### src/rtl/tiny_mlp_sigmoid_classifier_unit_defines.svh
// Assertion macros shared by the classifier RTL.
// Needs clk_i and rst_ni in the scope of the module that uses them.
`ifndef TINY_MLP_SIGMOID_CLASSIFIER_UNIT_DEFINES_SVH
`define TINY_MLP_SIGMOID_CLASSIFIER_UNIT_DEFINES_SVH

// Same-cycle implication, checked out of reset only.
`define TMSC_ASSERT_IMP(lbl, ante, cons) \
  lbl: assert property (@(posedge clk_i) disable iff (!rst_ni) (ante) |-> (cons)) \
    else $error("tmsc assertion failed");

// Next-cycle implication, checked out of reset only.
`define TMSC_ASSERT_NXT(lbl, ante, cons) \
  lbl: assert property (@(posedge clk_i) disable iff (!rst_ni) (ante) |=> (cons)) \
    else $error("tmsc assertion failed");

`endif

### src/rtl/tmsc_pkg.sv
// Package for the tiny perceptron classifier: item types, widths, sequencer states.
// No dependencies; imported by every module of the block.
package tmsc_pkg;

  localparam int NUM_FEATURES_DEF    = 3;
  localparam int NUM_HIDDEN_DEF      = 7;
  localparam int SIGMOID_ENTRIES_DEF = 256;

  localparam int IDX_W   = 5;   // weight index field
  localparam int W_W     = 16;  // Q4.12 weights and features
  localparam int ACT_W   = 13;  // unsigned Q1.12 activation, 0..4096
  localparam int OPA_W   = 17;  // shared multiplier operand A
  localparam int PROD_W  = OPA_W + W_W;
  localparam int SCORE_W = 40;  // accumulator and score
  localparam int SAT_W   = 28;  // offset hidden sum after clamping to [-8, 8)

  localparam logic signed [SCORE_W-1:0] SAT_HI  = 40'sd134217727;
  localparam logic signed [SCORE_W-1:0] SAT_LO  = -40'sd134217728;
  localparam logic signed [SCORE_W-1:0] SAT_OFF = 40'sd134217728;

  localparam logic OP_LOAD    = 1'b0;
  localparam logic OP_PREDICT = 1'b1;

  typedef struct packed {
    logic                    op;
    logic [IDX_W-1:0]        weight_index;
    logic signed [W_W-1:0]   weight_value;
    logic signed [W_W-1:0]   feature_a;
    logic signed [W_W-1:0]   feature_b;
    logic signed [W_W-1:0]   feature_c;
  } in_t;

  typedef struct packed {
    logic                      decide_jump;
    logic signed [SCORE_W-1:0] score;
  } out_t;

  typedef enum logic [2:0] {
    ST_IDLE,
    ST_HID,
    ST_WAIT,
    ST_OUT,
    ST_FIN
  } seq_state_e;

  // Tags that travel with each operand pair through the MAC
  typedef struct packed {
    logic vld;
    logic first;
    logic last;
    logic score;
  } mac_ctrl_t;

  typedef struct packed {
    logic done;
    logic score;
  } mac_stat_t;

endpackage

### src/rtl/tmsc_mac.sv
// Shared multiply-accumulate unit: registered 17x16 product, then 40-bit accumulate.
// Depends on tmsc_pkg.
module tmsc_mac (
  input  logic                               clk_i,
  input  logic                               rst_ni,
  input  tmsc_pkg::mac_ctrl_t                ctrl_i,
  input  logic signed [tmsc_pkg::OPA_W-1:0]  op_a_i,
  input  logic signed [tmsc_pkg::W_W-1:0]    op_b_i,
  output logic signed [tmsc_pkg::SCORE_W-1:0] acc_o,
  output tmsc_pkg::mac_stat_t                stat_o
);
  import tmsc_pkg::*;

  logic signed [PROD_W-1:0]  prod_d, prod_q;
  logic signed [SCORE_W-1:0] acc_d, acc_q;
  mac_ctrl_t                 ctrl_q;
  mac_stat_t                 stat_d, stat_q;

  assign prod_d = op_a_i * op_b_i;

  always_comb begin
    acc_d = acc_q;
    if (ctrl_q.vld) begin
      // restart the sum on the first term of a group
      acc_d = (ctrl_q.first ? '0 : acc_q) + SCORE_W'(prod_q);
    end
  end

  assign stat_d.done  = ctrl_q.vld & ctrl_q.last;
  assign stat_d.score = ctrl_q.score;

  always_ff @(posedge clk_i or negedge rst_ni) begin
    if (!rst_ni) begin
      ctrl_q <= '0;
      stat_q <= '0;
    end else begin
      ctrl_q <= ctrl_i;
      stat_q <= stat_d;
    end
  end

  always_ff @(posedge clk_i) begin
    prod_q <= prod_d;
    acc_q  <= acc_d;
  end

  assign acc_o  = acc_q;
  assign stat_o = stat_q;

endmodule

### src/rtl/tmsc_act.sv
// Hidden activation path: clamp the sum, scale to a table index, read the sigmoid table.
// Depends on tmsc_pkg; the table is built from constants at elaboration.
module tmsc_act #(
  parameter int SIGMOID_ENTRIES = tmsc_pkg::SIGMOID_ENTRIES_DEF
) (
  input  logic                                clk_i,
  input  logic                                rst_ni,
  input  logic                                sum_vld_i,
  input  logic signed [tmsc_pkg::SCORE_W-1:0] sum_i,
  output logic                                act_vld_o,
  output logic [tmsc_pkg::ACT_W-1:0]          act_o
);
  import tmsc_pkg::*;

  localparam int EW = $clog2(SIGMOID_ENTRIES);
  localparam int MW = SAT_W + EW;

  logic [ACT_W-1:0]          rom [SIGMOID_ENTRIES];
  logic signed [SCORE_W-1:0] sat;
  logic [SAT_W-1:0]          off_d, off_q;
  logic [MW-1:0]             idx_prod;
  logic [EW-1:0]             idx_d, idx_q;
  logic [ACT_W-1:0]          act_q;
  logic                      v1_q, v2_q, v3_q;

  // Entry k samples the sigmoid at the middle of bin k; e^a from a Taylor
  // series of e^(a/16) in Q40, cut to Q24 and squared four times.
  for (genvar k = 0; k < SIGMOID_ENTRIES; k++) begin : g_rom
    localparam longint NUM = longint'(16 * k + 8) - longint'(8 * SIGMOID_ENTRIES);
    localparam bit [63:0] MAG = (NUM >= 0) ? 64'(NUM) : 64'(-NUM);
    localparam bit [63:0] DEN = 64'(16 * SIGMOID_ENTRIES);
    localparam bit [63:0] T0  = 64'd1 << 40;
    localparam bit [63:0] T1  = T0  * MAG / (DEN * 64'd1);
    localparam bit [63:0] T2  = T1  * MAG / (DEN * 64'd2);
    localparam bit [63:0] T3  = T2  * MAG / (DEN * 64'd3);
    localparam bit [63:0] T4  = T3  * MAG / (DEN * 64'd4);
    localparam bit [63:0] T5  = T4  * MAG / (DEN * 64'd5);
    localparam bit [63:0] T6  = T5  * MAG / (DEN * 64'd6);
    localparam bit [63:0] T7  = T6  * MAG / (DEN * 64'd7);
    localparam bit [63:0] T8  = T7  * MAG / (DEN * 64'd8);
    localparam bit [63:0] T9  = T8  * MAG / (DEN * 64'd9);
    localparam bit [63:0] T10 = T9  * MAG / (DEN * 64'd10);
    localparam bit [63:0] T11 = T10 * MAG / (DEN * 64'd11);
    localparam bit [63:0] T12 = T11 * MAG / (DEN * 64'd12);
    localparam bit [63:0] T13 = T12 * MAG / (DEN * 64'd13);
    localparam bit [63:0] T14 = T13 * MAG / (DEN * 64'd14);
    localparam bit [63:0] T15 = T14 * MAG / (DEN * 64'd15);
    localparam bit [63:0] T16 = T15 * MAG / (DEN * 64'd16);
    localparam bit [63:0] T17 = T16 * MAG / (DEN * 64'd17);
    localparam bit [63:0] T18 = T17 * MAG / (DEN * 64'd18);
    localparam bit [63:0] T19 = T18 * MAG / (DEN * 64'd19);
    localparam bit [63:0] T20 = T19 * MAG / (DEN * 64'd20);
    localparam bit [63:0] SUMT = T0 + T1 + T2 + T3 + T4 + T5 + T6 + T7 + T8 + T9 + T10
                               + T11 + T12 + T13 + T14 + T15 + T16 + T17 + T18 + T19 + T20;
    localparam bit [63:0] E0 = SUMT >> 16;
    localparam bit [63:0] E1 = (E0 * E0) >> 24;
    localparam bit [63:0] E2 = (E1 * E1) >> 24;
    localparam bit [63:0] E3 = (E2 * E2) >> 24;
    localparam bit [63:0] E4 = (E3 * E3) >> 24;
    localparam bit [63:0] DD = E4 + (64'd1 << 24);
    localparam bit [63:0] P  = (64'd4096 * E4 + DD / 64'd2) / DD;
    localparam bit [63:0] VAL = (NUM >= 0) ? P : (64'd4096 - P);
    assign rom[k] = ACT_W'(VAL);
  end

  always_comb begin
    sat = sum_i;
    if (sum_i < SAT_LO) begin
      sat = SAT_LO;
    end else if (sum_i > SAT_HI) begin
      sat = SAT_HI;
    end
  end

  assign off_d    = SAT_W'(sat + SAT_OFF);
  assign idx_prod = MW'(off_q) * MW'(SIGMOID_ENTRIES);
  assign idx_d    = idx_prod[MW-1 -: EW];

  always_ff @(posedge clk_i or negedge rst_ni) begin
    if (!rst_ni) begin
      v1_q <= 1'b0;
      v2_q <= 1'b0;
      v3_q <= 1'b0;
    end else begin
      v1_q <= sum_vld_i;
      v2_q <= v1_q;
      v3_q <= v2_q;
    end
  end

  always_ff @(posedge clk_i) begin
    off_q <= off_d;
    idx_q <= idx_d;
    act_q <= rom[idx_q];
  end

  assign act_vld_o = v3_q;
  assign act_o     = act_q;

endmodule

### src/rtl/tiny_mlp_sigmoid_classifier_unit.sv
// Top level of the tiny perceptron classifier: sequencer, weight store, activation buffer.
// Depends on tmsc_pkg, tmsc_mac, tmsc_act and the assertion macro header.
//
// Usage: drive item_i and raise start; the item is taken on a rising edge where
// start is high and busy is low.
// A load item (op = 0) writes weight_value at weight_index and gives
// no result; busy stays low, so loads may follow back to back. Indices past the
// last output weight are dropped.
// A predict item (op = 1) raises busy and runs all hidden and output
// multiply-accumulates on one shared MAC. The result appears on result_o with
// result_valid_o high for exactly one cycle; busy falls in that same cycle, so a
// new item can be taken alongside it. The delay to the result is set by the single
// MAC issuing one product a cycle, except while it waits for the hidden
// activations, plus the memory, multiplier, accumulator and table stages.
// The receiver cannot stall: the strobed result must be taken when shown.
// Reset (rst_ni low) returns the sequencer to idle and drops any prediction in
// flight; the weight store is not cleared, so weights must be loaded before use.
`include "tiny_mlp_sigmoid_classifier_unit_defines.svh"

module tiny_mlp_sigmoid_classifier_unit #(
  parameter int NUM_FEATURES    = tmsc_pkg::NUM_FEATURES_DEF,
  parameter int NUM_HIDDEN      = tmsc_pkg::NUM_HIDDEN_DEF,
  parameter int SIGMOID_ENTRIES = tmsc_pkg::SIGMOID_ENTRIES_DEF
) (
  input  logic           clk_i,
  input  logic           rst_ni,
  input  logic           start,
  output logic           busy,
  input  tmsc_pkg::in_t  item_i,
  output logic           result_valid_o,
  output tmsc_pkg::out_t result_o
);
  import tmsc_pkg::*;

  localparam int NUM_HW = NUM_HIDDEN * NUM_FEATURES;
  localparam int NUM_W  = NUM_HW + NUM_HIDDEN;
  localparam int AW     = $clog2(NUM_W);
  localparam int XW     = (AW > IDX_W) ? AW : IDX_W;
  localparam int CW     = (NUM_FEATURES > 1) ? $clog2(NUM_FEATURES) : 1;
  localparam int HW     = (NUM_HIDDEN > 1) ? $clog2(NUM_HIDDEN) : 1;
  localparam int CNTW   = $clog2(NUM_HIDDEN + 1);

  seq_state_e state_d, state_q;

  logic [CW-1:0]   col_d, col_q, iss_col_q;
  logic [HW-1:0]   hid_d, hid_q, iss_hid_q;
  logic [AW-1:0]   addr_d, addr_q;
  logic [CNTW-1:0] act_cnt_d, act_cnt_q;
  logic            col_last, hid_last;
  logic            accept, accept_pred, wr_en;
  logic [XW-1:0]   idx_x;

  mac_ctrl_t iss_ctrl_d, iss_ctrl_q;
  mac_stat_t mac_stat;

  logic [W_W-1:0]          wmem_q [NUM_W];
  logic [W_W-1:0]          rdata_q;
  logic signed [W_W-1:0]   feat_a_q, feat_b_q, feat_c_q;
  logic [ACT_W-1:0]        act_q [NUM_HIDDEN];
  logic signed [OPA_W-1:0] op_a;
  logic signed [SCORE_W-1:0] mac_acc;
  logic                    act_vld;
  logic [ACT_W-1:0]        act_val;
  logic                    res_vld_d, res_vld_q;
  out_t                    res_q;

  assign busy        = (state_q != ST_IDLE);
  assign accept      = start & ~busy;
  assign accept_pred = accept & (item_i.op == OP_PREDICT);
  assign idx_x       = XW'(item_i.weight_index);
  assign wr_en       = accept & (item_i.op == OP_LOAD) & (idx_x < XW'(NUM_W));

  assign col_last = (col_q == CW'(NUM_FEATURES - 1));
  assign hid_last = (hid_q == HW'(NUM_HIDDEN - 1));

  // Next state
  always_comb begin
    state_d = state_q;
    case (state_q)
      ST_IDLE: begin
        if (accept_pred) state_d = ST_HID;
      end
      ST_HID: begin
        if (hid_last && col_last) state_d = ST_WAIT;
      end
      ST_WAIT: begin
        // hold until every hidden activation has landed
        if (act_cnt_q == CNTW'(NUM_HIDDEN)) state_d = ST_OUT;
      end
      ST_OUT: begin
        if (hid_last) state_d = ST_FIN;
      end
      ST_FIN: begin
        if (mac_stat.done && mac_stat.score) state_d = ST_IDLE;
      end
      default: state_d = ST_IDLE;
    endcase
  end

  // Issue control and counters
  always_comb begin
    iss_ctrl_d = '0;
    col_d      = col_q;
    hid_d      = hid_q;
    addr_d     = addr_q;
    case (state_q)
      ST_IDLE: begin
        col_d  = '0;
        hid_d  = '0;
        addr_d = '0;
      end
      ST_HID: begin
        iss_ctrl_d.vld   = 1'b1;
        iss_ctrl_d.first = (col_q == '0);
        iss_ctrl_d.last  = col_last;
        iss_ctrl_d.score = 1'b0;
        addr_d = addr_q + AW'(1);
        if (col_last) begin
          col_d = '0;
          hid_d = hid_last ? '0 : hid_q + HW'(1);
        end else begin
          col_d = col_q + CW'(1);
        end
      end
      ST_OUT: begin
        iss_ctrl_d.vld   = 1'b1;
        iss_ctrl_d.first = (hid_q == '0);
        iss_ctrl_d.last  = hid_last;
        iss_ctrl_d.score = 1'b1;
        addr_d = addr_q + AW'(1);
        hid_d  = hid_q + HW'(1);
      end
      default: begin
      end
    endcase
  end

  always_comb begin
    act_cnt_d = act_cnt_q;
    if (accept_pred) begin
      act_cnt_d = '0;
    end else if (act_vld) begin
      act_cnt_d = act_cnt_q + CNTW'(1);
    end
  end

  assign res_vld_d = mac_stat.done & mac_stat.score;

  always_ff @(posedge clk_i or negedge rst_ni) begin
    if (!rst_ni) begin
      state_q    <= ST_IDLE;
      col_q      <= '0;
      hid_q      <= '0;
      addr_q     <= '0;
      act_cnt_q  <= '0;
      iss_ctrl_q <= '0;
      res_vld_q  <= 1'b0;
    end else begin
      state_q    <= state_d;
      col_q      <= col_d;
      hid_q      <= hid_d;
      addr_q     <= addr_d;
      act_cnt_q  <= act_cnt_d;
      iss_ctrl_q <= iss_ctrl_d;
      res_vld_q  <= res_vld_d;
    end
  end

  // Weight store: one write port for loads, one registered read port for the MAC
  always_ff @(posedge clk_i) begin
    if (wr_en) begin
      wmem_q[idx_x[AW-1:0]] <= item_i.weight_value;
    end
    if (iss_ctrl_d.vld) begin
      rdata_q <= wmem_q[addr_q];
    end
  end

  always_ff @(posedge clk_i) begin
    iss_col_q <= col_q;
    iss_hid_q <= hid_q;
    if (accept_pred) begin
      feat_a_q <= item_i.feature_a;
      feat_b_q <= item_i.feature_b;
      feat_c_q <= item_i.feature_c;
    end
    if (act_vld) begin
      act_q[act_cnt_q[HW-1:0]] <= act_val;
    end
    if (res_vld_d) begin
      res_q.decide_jump <= ~mac_acc[SCORE_W-1];
      res_q.score       <= mac_acc;
    end
  end

  // Operand A: a feature during the hidden layer, an activation for the score
  always_comb begin
    if (iss_ctrl_q.score) begin
      op_a = {{(OPA_W - ACT_W){1'b0}}, act_q[iss_hid_q]};
    end else begin
      case (32'(iss_col_q))
        32'd0:   op_a = {feat_a_q[W_W-1], feat_a_q};
        32'd1:   op_a = {feat_b_q[W_W-1], feat_b_q};
        32'd2:   op_a = {feat_c_q[W_W-1], feat_c_q};
        default: op_a = '0;
      endcase
    end
  end

  tmsc_mac u_mac (
    .clk_i  (clk_i),
    .rst_ni (rst_ni),
    .ctrl_i (iss_ctrl_q),
    .op_a_i (op_a),
    .op_b_i ($signed(rdata_q)),
    .acc_o  (mac_acc),
    .stat_o (mac_stat)
  );

  tmsc_act #(
    .SIGMOID_ENTRIES (SIGMOID_ENTRIES)
  ) u_act (
    .clk_i     (clk_i),
    .rst_ni    (rst_ni),
    .sum_vld_i (mac_stat.done & ~mac_stat.score),
    .sum_i     (mac_acc),
    .act_vld_o (act_vld),
    .act_o     (act_val)
  );

  assign result_valid_o = res_vld_q;
  assign result_o       = res_q;

  `TMSC_ASSERT_IMP(a_res_ends_busy, result_valid_o, $past(busy))
  `TMSC_ASSERT_NXT(a_pred_sets_busy, accept_pred, busy)
  `TMSC_ASSERT_NXT(a_load_no_result, accept && (item_i.op == OP_LOAD), !result_valid_o)
  `TMSC_ASSERT_IMP(a_out_needs_acts, state_q == ST_OUT, act_cnt_q == CNTW'(NUM_HIDDEN))
  `TMSC_ASSERT_IMP(a_act_in_range, act_vld, act_cnt_q < CNTW'(NUM_HIDDEN))

endmodule

### config.mk
export PLATFORM = sky130hd
export DESIGN_NAME = tiny_mlp_sigmoid_classifier_unit
export DESIGN_NICKNAME = d
export VERILOG_FILES = /design/src/rtl/tmsc_pkg.sv /design/src/rtl/tmsc_mac.sv /design/src/rtl/tmsc_act.sv /design/src/rtl/tiny_mlp_sigmoid_classifier_unit.sv
export VERILOG_INCLUDE_DIRS = /design/src /design/src/rtl
export SDC_FILE = /design/constraint.sdc
export NUM_CORES = 2
export LEC_CHECK = 0
export ABC_AREA = 0
export ABC_CLOCK_PERIOD_IN_PS = 17840
export BUFFER_PORTS_ARGS = -buffer_cell sky130_fd_sc_hd__buf_2
export CAP_MARGIN = 10
export CORE_ASPECT_RATIO = 2
export CORE_MARGIN = 5
export CORE_UTILIZATION = 60
export DETAILED_ROUTE_END_ITERATION = 8
export PLACE_DENSITY = 0.78
export SLEW_MARGIN = 10
export SYNTH_ARGS = -nofsm -noshare
export SYNTH_HDL_FRONTEND = slang
export SYNTH_SLANG_ARGS = --single-unit
export TNS_END_PERCENT = 20
### constraint.sdc
create_clock -name clk_i -period 17.84 [get_ports clk_i]
set_input_delay 1.784 -clock clk_i [delete_from_list [all_inputs] [get_ports clk_i]]
set_output_delay 1.784 -clock clk_i [all_outputs]
set_load 0.1 [all_outputs]
* Word level (Yosys, flattened, before mapping)
Memories as Yosys holds them, arrays and structs flattened. A register that Yosys moved wholly into a read port is not among the register bits.
Index checks and enable logic that the tools add are counted.
** Cells by class
- $add $sub $neg :: 6
- $mul :: 1
- Magnitude comparators :: 3
- Equality and inequality tests :: 15
- Mux-type cells :: 24
- Bitwise logic cells :: 12
- Reduce and logical (&&, ||, !) cells :: 14
** Operator list (count)
- $mux W28 :: 2
- $pmux W17 S3 :: 1
- $add A40 B40 Y40 :: 1
- $gt A40 B28 Y1 const B :: 1
- $lt A40 B28 Y1 const B :: 1
- $mux W40 :: 1
- $mul A17 B16 Y33 :: 1
- $add A28 B28 Y28 const B :: 1
- $mux W3 :: 9
- $mux W17 :: 1
- $pmux W3 S5 :: 1
- $ne A2 B2 Y1 const B :: 6
- $pmux W5 S2 :: 1
- $eq A3 B3 Y1 const B :: 3
- $not A8 Y9 :: 1
- $pmux W3 S3 :: 1
- $pmux W4 S2 :: 1
- $and A1 B1 Y1 :: 7
- $add A3 B1 Y3 const B :: 2
- $eq A3 B2 Y1 const B :: 2
- $logic_not A3 Y1 :: 2
- $reduce_bool A2 Y1 :: 3
- $reduce_bool A3 Y1 :: 2
- $add A5 B1 Y5 const B :: 1
- other kinds (14) :: 23
** Word-level totals
- Flip-flop bits (word level) :: 230
- RAM bits :: 539
- Memory bits (read-only) :: 3328
- Output and inout port bits :: 43
- Memories :: 3
** Memories
- (no name shown) :: words 256, width 13, read ports 1, clocked after Yosys merged registers in 1, write ports 0, line tmsc_act.sv:94 : act_q <= rom[idx_q];
- wmem_q :: words 28, width 16, read ports 1, clocked after Yosys merged registers in 1, write ports 1, line tiny_mlp_sigmoid_classifier_unit.sv:56 : logic [W_W-1:0] wmem_q [NUM_W];
- act_q :: words 7, width 13, read ports 1, clocked after Yosys merged registers in 1, write ports 1, line tiny_mlp_sigmoid_classifier_unit.sv:59 : logic [ACT_W-1:0] act_q [NUM_HIDDEN];

* Depth between registers and ports, before layout
- Depth after elaboration :: 7
- Depth in mapped cells :: 31
- Mapped depth without buffers :: 27

* Modules after synthesis
From an unflattened synthesis, not the netlist that was laid out.
** Second synthesis, totals
- Cell total of the unflattened synthesis :: 3381
- Area total of the unflattened synthesis :: 43984.7 µm²
** By module, submodules not included
- tiny_mlp_sigmoid_classifier_unit :: instances 1, cells each 1337, area an instance 25786.0 µm², seq. area each 19964.1 µm²
- tmsc_mac :: instances 1, cells each 1579, area an instance 14787.9 µm², seq. area each 2011.9 µm²
- tmsc_act :: instances 1, cells each 465, area an instance 3410.8 µm², seq. area each 635.6 µm²

* Worst setup path before layout
Ideal clock, no wire load.
- Kind :: reg2reg
- Start :: register (tool-made name)
- End :: register u_mac.prod_q[32]
- Setup time :: 0.072 ns
- Arrival time :: 7.050 ns
- Data required time :: 17.768 ns
- Setup slack :: 10.717 ns
- Stages on the path, launching flop included :: 29
- Path buffers :: 4
- Clock period less this slack :: 7.123 ns
- Path through :: dfxtp_1 buf_2 buf_2 buf_4 mux2i_1 o211ai_1 o21ai_0 a21oi_1 clkbuf_1 nand2_1 fa_1 fa_1 fa_1 fa_1 inv_1 fa_1 inv_1 fa_1 inv_1 ha_1 and2_1 nand4_1 o31ai_2 nor4b_1 nor4b_2 nor2_1 or3_1 a311oi_2 xnor2_1
** RTL lines
- to (signal assigned) :: line tmsc_mac.sv:43 : prod_q <= prod_d;
- to (decl) :: line tmsc_mac.sv:14 : logic signed [PROD_W-1:0] prod_d, prod_q;

* Worst setup path in the final report
- Start :: register iss_col_q[0]
- End :: register u_mac.prod_q[32]
** Between the ends
- Cells in the longest elaborated chain, start to end :: 4
- Elaborated cells on any way between the ends :: 6
** Ends and longest elaborated chain
- from (decl) :: line tiny_mlp_sigmoid_classifier_unit.sv:45 : logic [CW-1:0] col_d, col_q, iss_col_q;
- from (signal assigned) :: line tiny_mlp_sigmoid_classifier_unit.sv:180 : iss_col_q <= col_q;
- $eq A2 B2 Y1, or another cell as far along :: line tiny_mlp_sigmoid_classifier_unit.sv:201 : case (32'(iss_col_q))
- $pmux W17 S3 * :: line tiny_mlp_sigmoid_classifier_unit.sv:201
- $mux W17 * :: line tiny_mlp_sigmoid_classifier_unit.sv:198 : if (iss_ctrl_q.score) begin
- $mul A17 B16 Y33 * :: line tmsc_mac.sv:19 : assign prod_d = op_a_i * op_b_i;
- via u_mac.prod_d[32] :: line tmsc_mac.sv:14
Mark *: on every way through the listed nets, which the timed path passes. The rest lies on a longest branch.
A chain may end at the register's enable or synchronous reset.

==> metrics <==
FF+latch count, synth=773; share of cells above drive strength 1=14.0%; CTS Buffer Depth=3; Synth area leaders=edfxtp_1, fa_1, mux4_2, ha_1, dfxtp_1; Distinct cells, synth=between 70 and 80; dominant synthesized flop cell=edfxtp_1; vias post-DR=26487; Worst-Margin Slew=1.14 ns; fmax=114 MHz; Post-CTS Hold Buffers=0; DRC=0; yosys warns=0; initial antenna violation count=4; area grow syn2layout=9.01%; die height=387 um; IO Pins=116; Synth Cell Area=42600 um^2; Worst Skew=0.0328 ns; std cell rows=138; R2R Setup Slk=9.05 ns; Synth Net Count=around 3700; CORE AREA=70600 um^2; setup TNS=0 ns; element type at the critical path end=flop; number of synthesized flops with an enable pin=677; global route overflow=0; cell taking the most area after synthesis=edfxtp_1; PortBufs=115; CTS tree=built; WL per Instance=approximately 25 um; Die X=198 um; largest net degree at the start of global routing=63; Total Routing Usage GR=27.9%; H-Tree Level Count=3; Max Cap Violations=0; GR Util met1=between 30% and 40%; CP arrival=about 9.3 ns; initial drt markers=2317; most instantiated library cell after synthesis=edfxtp_1; Skew-Pair Late Insertion Delay=roughly 0.66 ns; postcts setup bufs=0; Die ar.=76700 um^2; clk sinks=773; RSZ-0062 raised after global routing=false; syn_area_per_cell=13.4 um^2; area fraction of the dominant cell type after synthesis=between 40% and 50%; most frequent cells after synthesis=edfxtp_1, inv_1, fa_1, nand2_1, and2_1; post-CTS resize count=0; vias in the first global route=between 20000 and 30000; Max Slew Vio Count=0; TritonCTS Buffers=66; synthesized instance count=approximately 3200; drt pass-1 iters=6; GR peak layer=met2; Initial Utilization=around three fifths; final layout net count=3752; outcome=finished, final reports clean; Routed Wire Length=106000 um; Worst Path Max Fanout=15; Final Hold Viols=0; GP Congestion=0.951; Async SR Flop Fraction=3.88%; Vias/cell=6.26; met2 global-route usage=between 50% and 60%; first-pass GRT wire length=~160000 um; CP Launch Type=flop; met3 GRT Util=slightly below 4%; minimum clock period=8.79 ns; Crit Path Category=flop to flop; root buffer cell=clkbuf_16; Routed Antenna Nets=0; data required time of the worst path=18.37 ns; Finish-stage setup viols=0; Slew HR=23.5%; final worst path period share=49.3%; Hold WC Path Type=flop to flop; post-DP HPWL=76300 um; Worst-path clk slew=0.07 ns; Seq/Total Area, Yosys=52.6%
## registers in the layout (all words and copies together) (netlist names), 2 cells and up, named ones only
register      cells
u_act.act_o      12
addr_q            5
feat_b_q         16
act_q            84
feat_c_q         16
feat_a_q         16
iss_ctrl_q        4
u_act.off_q       8
u_mac.ctrl_q      4
u_mac.prod_q     33
rdata_q          16
act_cnt_q         3
u_mac.stat_o      2
hid_q             3
iss_col_q         2
state_q           3
u_mac.acc_o      40
result_o         41
col_q             2
wmem_q          448
u_act.idx_q       8
## cells by family (layout without fill, tap and decap cells)
group                      count (synthesis)  after routing  synth area share, %
AOI/OAI and AO/OA                        490            490                 7.53
xor gates and xnor gates                  75             75                 1.54
adders and majority gates                413            413                 16.9
buffers and inverters                    483            623                 4.32
DFF                                      773            773                 52.6
muxes                                    210            210                 8.66
other                                      0              3                    0
and+or+nand+nor                          733            733                 8.44
## per-layer routing
metal  part of all wire (%)  vias up
li1                       -    11536
met1                     34    13413
met2                     54     1180
met3                    5.4      356
met4                    6.1        2
met5                  0.010        -
## layout make-up
class / count / area, um^2
inverters: 325 / 1220
clock buffers: 81 / 1780
clock inverters: 38 / 384
multi-input cells: 1921 / 18400
repair buffers: 179 / 1080
flip-flops and latches: 773 / 22400
diodes: 3 / 7.51
fillers: 4882 / 24200
well taps: 910 / 1140
## layout by cell type, fill, tap and decap left out, drive strengths merged, types with 25 or more instances in the layout
cell / n
a21o: 37
a21oi: 120
inv: 327
o211ai: 29
nor2b: 51
ha: 145
nor2: 154
fa: 268
o21ai: 119
mux2: 25
dfrtp: 30
mux2i: 61
mux4: 124
clkbuf: 81
clkinv: 28
buf: 179
nand3: 31
dfxtp: 66
nand2: 233
and2: 158
edfxtp: 677
xnor2: 51
## metrics by stage
step	cell area (um^2)	setup slack (ns)	instances	util, %	hold slack [ns]
final	46400	9.05	4230	65.7	0.329
after global routing	46400	8.66	4227	65.7	0.336
after CTS	46400	9.26	4226	65.6	0.329
after detailed placement	44200	9.34	4107	62.6	0.316
after global placement	44200	9.63	4106	62.5	0.314
after floorplan	42600	10.72	3177	-	0.310
## worst paths after layout
path                                 startpoint  cells after the start          endpoint
worst max-delay path               iss_col_q[0]                     23  u_mac.prod_q[32]
worst min-delay path            u_act.off_q[21]                      0    u_act.idx_q[1]
worst max register to register     iss_col_q[0]                     23  u_mac.prod_q[32]
worst min register to register  u_act.off_q[21]                      0    u_act.idx_q[1]
max in group asynchronous                rst_ni                      1         addr_q[1]
min in group asynchronous                rst_ni                      1      act_cnt_q[1]
## worst max-delay path, cell delays in order (launching register included)
cell and delay (ns):
dfxtp_1 0.50, inv_1 0.37, nor2_1 0.97, a21oi_1 0.35
nor2_1 0.88, nand2_1 0.19, fa_1 0.55, fa_1 0.51
fa_1 0.51, inv_1 0.05, fa_1 0.49, fa_1 0.49
inv_1 0.05, fa_1 0.47, inv_1 0.04, ha_1 0.35
a21oi_1 0.23, nor2b_1 0.09, nor4b_1 0.65, nor4b_2 0.15
nor2_1 0.29, or3_1 0.20, a311oi_2 0.11, xnor2_1 0.16
Power is not shown: default switching activity piles up to over one toggle a cycle in this logic, so the estimate is an artifact.
